[src/design/tomasulo_scheduler_unit_macros.svh]
// Assertion helpers for the scheduler
`ifndef TOMASULO_SCHEDULER_UNIT_MACROS_SVH
`define TOMASULO_SCHEDULER_UNIT_MACROS_SVH
// property that must hold on every clock edge out of reset
`define TS_ASSERT(label, prop, msg) \
  label: assert property (@(posedge clk) disable iff (!rst_n) (prop)) else $error(msg);
// implication checked on the same edge
`define TS_ASSERT_IMP(label, cond, prop, msg) \
  label: assert property (@(posedge clk) disable iff (!rst_n) (cond) |-> (prop)) else $error(msg);
`endif

[src/design/ts_pkg.sv]
// ----------------------------------------------------------------------------
// ts_pkg
// Shared types, constants and arithmetic helpers of the scheduler.
// ----------------------------------------------------------------------------
package ts_pkg;
  localparam int ADD_STATIONS_DEF = 8;
  localparam int MUL_STATIONS_DEF = 8;
  localparam int ARCH_REGS_DEF    = 32;
  localparam int TAG_W            = 4;
  localparam int VAL_W            = 32;
  localparam int REG_FIELD_W      = 5;
  localparam int LAT_W            = 8;
  localparam int CNT_W            = 4;

  localparam logic [2:0] OP_ADD  = 3'd0;
  localparam logic [2:0] OP_ADDI = 3'd1;
  localparam logic [2:0] OP_SUB  = 3'd2;
  localparam logic [2:0] OP_MUL  = 3'd3;
  localparam logic [2:0] OP_DIV  = 3'd4;

  localparam logic [2:0] CFG_ADD_LAT = 3'd0;
  localparam logic [2:0] CFG_SUB_LAT = 3'd1;
  localparam logic [2:0] CFG_MUL_LAT = 3'd2;
  localparam logic [2:0] CFG_DIV_LAT = 3'd3;
  localparam logic [2:0] CFG_ADD_CNT = 3'd4;
  localparam logic [2:0] CFG_MUL_CNT = 3'd5;

  // controller -> datapath commands
  typedef struct packed {
    logic load;      // capture a request
    logic issue;     // issue phase
    logic dispatch;  // dispatch phase (starts math)
    logic finish;    // write back phase
  } ts_cmd_t;

  // datapath -> controller status
  typedef struct packed {
    logic math_busy;  // math stage still busy (divider iterating, product or start pending)
  } ts_stat_t;

  function automatic logic [31:0] sat_mag(input logic neg, input logic [63:0] m);
    logic [31:0] r;
    if (neg) begin
      if (m >= 64'h8000_0000) r = 32'h8000_0000;
      else r = 32'(-m);
    end else begin
      if (m > 64'h7FFF_FFFF) r = 32'h7FFF_FFFF;
      else r = m[31:0];
    end
    return r;
  endfunction

  function automatic logic [31:0] sat_add(input logic [32:0] s);
    logic [31:0] r;
    if (s[32] != s[31]) r = s[32] ? 32'h8000_0000 : 32'h7FFF_FFFF;
    else r = s[31:0];
    return r;
  endfunction
endpackage

[src/design/ts_ctrl.sv]
// ----------------------------------------------------------------------------
// ts_ctrl
// Sequencer of one tick: capture, issue, dispatch, wait for math, write back.
// ----------------------------------------------------------------------------
module ts_ctrl (
  input  logic             clk,
  input  logic             rst_n,
  input  logic             in_valid,
  output logic             in_ready,
  output logic             out_valid,
  input  logic             out_ready,
  input  ts_pkg::ts_stat_t stat,
  output ts_pkg::ts_cmd_t  cmd
);
  import ts_pkg::*;
  `include "tomasulo_scheduler_unit_macros.svh"

  typedef enum logic [4:0] {
    S_IDLE  = 5'b00001,
    S_ISSUE = 5'b00010,
    S_DISP  = 5'b00100,
    S_MATH  = 5'b01000,
    S_WB    = 5'b10000
  } state_t;

  state_t state_r, state_nxt;
  logic   out_valid_r, out_valid_nxt;

  // take a request only in idle and when the result register is free or being read
  assign in_ready  = (state_r == S_IDLE) && (!out_valid_r || out_ready);
  assign out_valid = out_valid_r;

  always_comb begin
    state_nxt     = state_r;
    out_valid_nxt = out_valid_r;
    cmd           = '0;
    if (out_valid_r && out_ready) out_valid_nxt = 1'b0;
    case (state_r)
      S_IDLE: begin
        if (in_valid && (!out_valid_r || out_ready)) begin
          cmd.load  = 1'b1;
          state_nxt = S_ISSUE;
        end
      end
      S_ISSUE: begin
        cmd.issue = 1'b1;
        state_nxt = S_DISP;
      end
      S_DISP: begin
        cmd.dispatch = 1'b1;
        state_nxt    = S_MATH;
      end
      S_MATH: begin
        if (!stat.math_busy) state_nxt = S_WB;
      end
      S_WB: begin
        if (!out_valid_r || out_ready) begin
          cmd.finish    = 1'b1;
          out_valid_nxt = 1'b1;
          state_nxt     = S_IDLE;
        end
      end
      default: state_nxt = S_IDLE;
    endcase
  end

  always_ff @(posedge clk) begin
    if (!rst_n) begin
      state_r     <= S_IDLE;
      out_valid_r <= 1'b0;
    end else begin
      state_r     <= state_nxt;
      out_valid_r <= out_valid_nxt;
    end
  end

  `TS_ASSERT(a_onehot, $onehot(state_r), "state not one-hot")
  `TS_ASSERT_IMP(a_fin_room, cmd.finish, (!out_valid_r || out_ready), "result overwritten")
  `TS_ASSERT_IMP(a_load_idle, cmd.load, (state_r == S_IDLE), "load outside idle")
endmodule

[config.mk]
export PLATFORM = sky130hd
export DESIGN_NAME = ts_ctrl
export DESIGN_NICKNAME = d
export VERILOG_FILES = /design/src/design/ts_pkg.sv /design/src/design/ts_ctrl.sv
export VERILOG_INCLUDE_DIRS = /design/src /design/src/design
export SDC_FILE = /design/constraint.sdc
export NUM_CORES = 1
export LEC_CHECK = 0
export ABC_CLOCK_PERIOD_IN_PS = 2730
export BUFFER_PORTS_ARGS = -buffer_cell sky130_fd_sc_hd__buf_2
export CAP_MARGIN = 15
export CORE_AREA = 2 2 39 41
export DETAILED_ROUTE_END_ITERATION = 10
export DIE_AREA = 0 0 41 43
export GPL_ROUTABILITY_DRIVEN = 1
export HOLD_SLACK_MARGIN = 0.05
export PLACE_DENSITY_LB_ADDON = 0.25
export RECOVER_POWER = 50
export SLEW_MARGIN = 5
export SYNTH_ARGS = -nofsm -noshare
export SYNTH_HDL_FRONTEND = slang
export SYNTH_SLANG_ARGS = --single-unit
[constraint.sdc]
create_clock -name clk -period 2.73 [get_ports clk]
set_input_delay 0 -clock clk [delete_from_list [all_inputs] [get_ports clk]]
set_output_delay 0 -clock clk [all_outputs]
set_load 0.1 [all_outputs]
==> results.txt <==
* Status: finished, final reports clean
- Total cell area at the placement stage: ~380 um^2
- Maximum level of the CTS H-tree: 1
- After detailed routing, the number of vias per cell comes to approximately 4.9.
- The first detailed-routing pass ran for 4 iterations.
- IR analysis of the VDD net gives a maximum drop of between 0.0003 and 0.0004 V.
- Cell count after synthesis: 37
- The total area inside the core boundary comes to 0.00138 mm^2.
- Area contributors post-synth: sky130_fd_sc_hd__dfxtp_1, sky130_fd_sc_hd__nor2_1, sky130_fd_sc_hd__and2_1, sky130_fd_sc_hd__nand3_1, sky130_fd_sc_hd__nor2b_4
* Source-to-sink clock delay at the later pin of the worst-skew pair: ~0.24 ns
* TritonCTS clock tree: yes
- The post-route netlist has between 20% and 30% of its cells at a drive strength greater than 1.
- After clock tree synthesis, the clock-pin slew on the worst setup and hold paths is 0.04 ns.
- The synthesized design devotes to its leading area cell type between 30% and 40% of total area.
- The worst hold path terminates at state_r[3].
- Measured against its own limit, the worst slew margin works out to a little under a quarter.
- The number of different library cells used by synthesis comes to 20.
- Max Fanout on Critical Path: 6
* Most common cell after layout, fill and taps aside: sky130_fd_sc_hd__buf_2
* RD Place Congestion: a little under 0.8
* Most area-hungry cell type in the Yosys netlist: sky130_fd_sc_hd__dfxtp_1
- Dividing the detail-routed wire length by the instance count gives about 10 um.
- Yosys printed 0 warnings.
- In this run, the number of DRC markers left after iteration 0 of detailed routing was 6.
* Wire length of the first global-routing pass: between 1000 and 1500 um
- Initial cell density of the core: a little under a quarter
- Once the clock tree was built, the resizer swapped 0 gates to a different size.
- Placed wire-length estimate after detailed placement: between 500 and 600 um
- By startpoint and endpoint, the worst setup path is classified as register to primary output.
* Power per unit of standard cell area: about 760 mW/mm^2
* Period utilization: 67.4%
- Leakage power summed over all cells: roughly 0.18 nW
- The die covers approximately 0.0018 mm^2.
- After clock tree synthesis, the setup repair step added 0 buffers.
- Antenna fix cells: 0
- Synth Net Count: 42
* Fill cells: ~160
- The startpoint identified for the worst hold timing path is stat.
- Final min period: 1.84 ns
- Maximum root-to-sink buffer count: 2
* Data arrival time at the worst-slack endpoint: 1.84 ns
* Worst Max-Slew Pin Slew: 1.16 ns
- Synthesis-to-finish area growth: 31.1%
* GRT Util Overall: between 10% and 20%
* Port Buf Inserts: 10
- The final layout contains routed wiring with a total length of around 700 um.
- Setup repair after global routing left no endpoint under its margin.
- The die is between 40 and 50 um tall.
- Die Wd: roughly 40 um
* Number of standard cells in the layout, taps in and fillers out: 67
- A synthesized cell averages approximately 8.5 um^2.
- After routing the design area is 412 um^2.
- Number of vias in the routed layout: ~330
- The net count of the finished layout is between 50 and 60.
- The number of cells on the worst reg-to-reg path is 4.
- In this run the critical register-to-register path is captured at state_r[3].
- Global routing finished with a remaining overflow of 0.
- Total negative slack: 0 ns
- Post-Synthesis Cell Area: around 310 um^2
- Maximum operating frequency: around 0.54 GHz
- Instance count after placement with tap cells included: 63
* Skew final: approximately 0.00077 ns
- The worst setup path is launched from a register.
- The via count of the first global-routing pass was 305.
* Number of antenna violations at the first check in global routing: 0
- Antenna-violating nets left: 0
- Worst Hold Class: input pin to register
- During I/O placement, the number of pins put on the boundary was 11.
- Max-cap violations: 0
* Row count: 14
* Seq cells post-synth: 6
- STA classifies the critical path endpoint as a primary output.
- Pin count of the biggest net entering global routing: 8
- Sink Count: 6
- Counting the buffers created by CTS gives 3.
- The tree is rooted in a sky130_fd_sc_hd__clkbuf_4.
- The final count of hold timing violations was 0.
- The worst register-to-register path begins at state_r[4].
* Min-Delay Path Depth: 3
* Register-to-register path setup slack: between 1 and 1.5 ns
* Proportion of synthesized chip area in sequential cells: a little under two fifths
- Data on the critical path is required at its endpoint by around 2.7 ns.
- The top cell types in the final layout, fill and taps aside, are sky130_fd_sc_hd__buf_2, sky130_fd_sc_hd__nor2_1, sky130_fd_sc_hd__dfxtp_1.
* Setup Viol. Count Final: 0
- The count of final max-slew check failures is 0.
* Final routed DRC violation total: 0
layout make-up:
| type | count | area, um^2 | share of cell area (%) |
|---|---|---|---|
| multi-input cells | 30 | 186 | 45.3 |
| flip-flops and latches | 6 | 120 | 29.2 |
| repair buffers | 11 | 58.8 | 14.3 |
| clock buffers | 3 | 22.5 | 5.47 |
| well taps | 16 | 20.0 | 4.86 |
| inverters | 1 | 3.75 | 0.912 |
Yosys cell counts (all sizes together):
| master | n |
|---|---|
| nor2 | 7 |
| dfxtp | 6 |
| and2 | 4 |
| nand3 | 3 |
| nand2b | 2 |
| nor2b | 2 |
| o21ai | 2 |
| a211oi | 1 |
| a21boi | 1 |
| a21oi | 1 |
| a41o | 1 |
| and3 | 1 |
| inv | 1 |
| nand4 | 1 |
| nor3b | 1 |
| o22ai | 1 |
| o311ai | 1 |
| or4 | 1 |
sequential cells by signal, summed over array words and instances (netlist names):
register / count
state_r: 5
out_valid: 1
layer usage:
metal | vias to the layer above | wire (um) | global-route usage, %
met4 | 0 | 12 | 13.3
li1 | 165 | - | -
met1 | 144 | 275 | 10.3
met5 | - | 0 | 0
met2 | 14 | 371 | 15.0
met3 | 2 | 41 | 1.57
how the worst max path moves through the flow:
| stage | slack [ns] | depth (start not counted) | start | to |
|---|---|---|---|---|
| after floorplan | 0.51 | 3 | state_r[4] | in_ready |
| after global placement | 1.21 | 4 | state_r[4] | in_ready |
| after detailed placement | 1.23 | 4 | state_r[4] | in_ready |
| after CTS | 0.96 | 4 | state_r[4] | in_ready |
| after global routing | 0.81 | 4 | state_r[4] | in_ready |
| final | 0.89 | 4 | state_r[4] | in_ready |
power breakdown:
group / internal [mW] / switching (mW)
clock network: 0.0494 / 0.0278
logic: 0.0301 / 0.101
registers: 0.0960 / 0.00909
cells by family (layout without fill, tap and decap cells):
kind of cell | count (synthesis) | in the layout | synth area share (%)
and+or+nand+nor | 22 | 22 | 41.4
AOI/OAI and AO/OA | 8 | 8 | 19.1
DFF | 6 | 6 | 38.2
buffers and inverters | 1 | 15 | 1.19
timing repair:
| action | 4_1_cts | 5_1_grt |
|---|---|---|
| endpoints found under the hold margin | 3 | 0 |
| endpoints found under the setup margin | 0 | 0 |
| hold buffers | 1 | 0 |
metrics by stage:
step                      hold WS [ns]  setup slack [ns]  power [mW]  utilization (%)
final                           0.0818             0.889       0.313             29.7
after global routing            0.0959             0.806       0.330             29.7
after CTS                       0.0670             0.960       0.324             30.1
after detailed placement         0.284              1.23       0.242             27.8
after global placement           0.275              1.21       0.243             27.8
after floorplan                  0.122             0.511       0.220                -
critical path, stage by stage (launching register included):
cell	delay (ns)
sky130_fd_sc_hd__dfxtp_1	0.34
sky130_fd_sc_hd__nand2b_1	0.16
sky130_fd_sc_hd__or4_1	0.53
sky130_fd_sc_hd__nor2_1	0.14
sky130_fd_sc_hd__buf_2	0.43
Note: power is estimated with default switching activity, not from simulation.
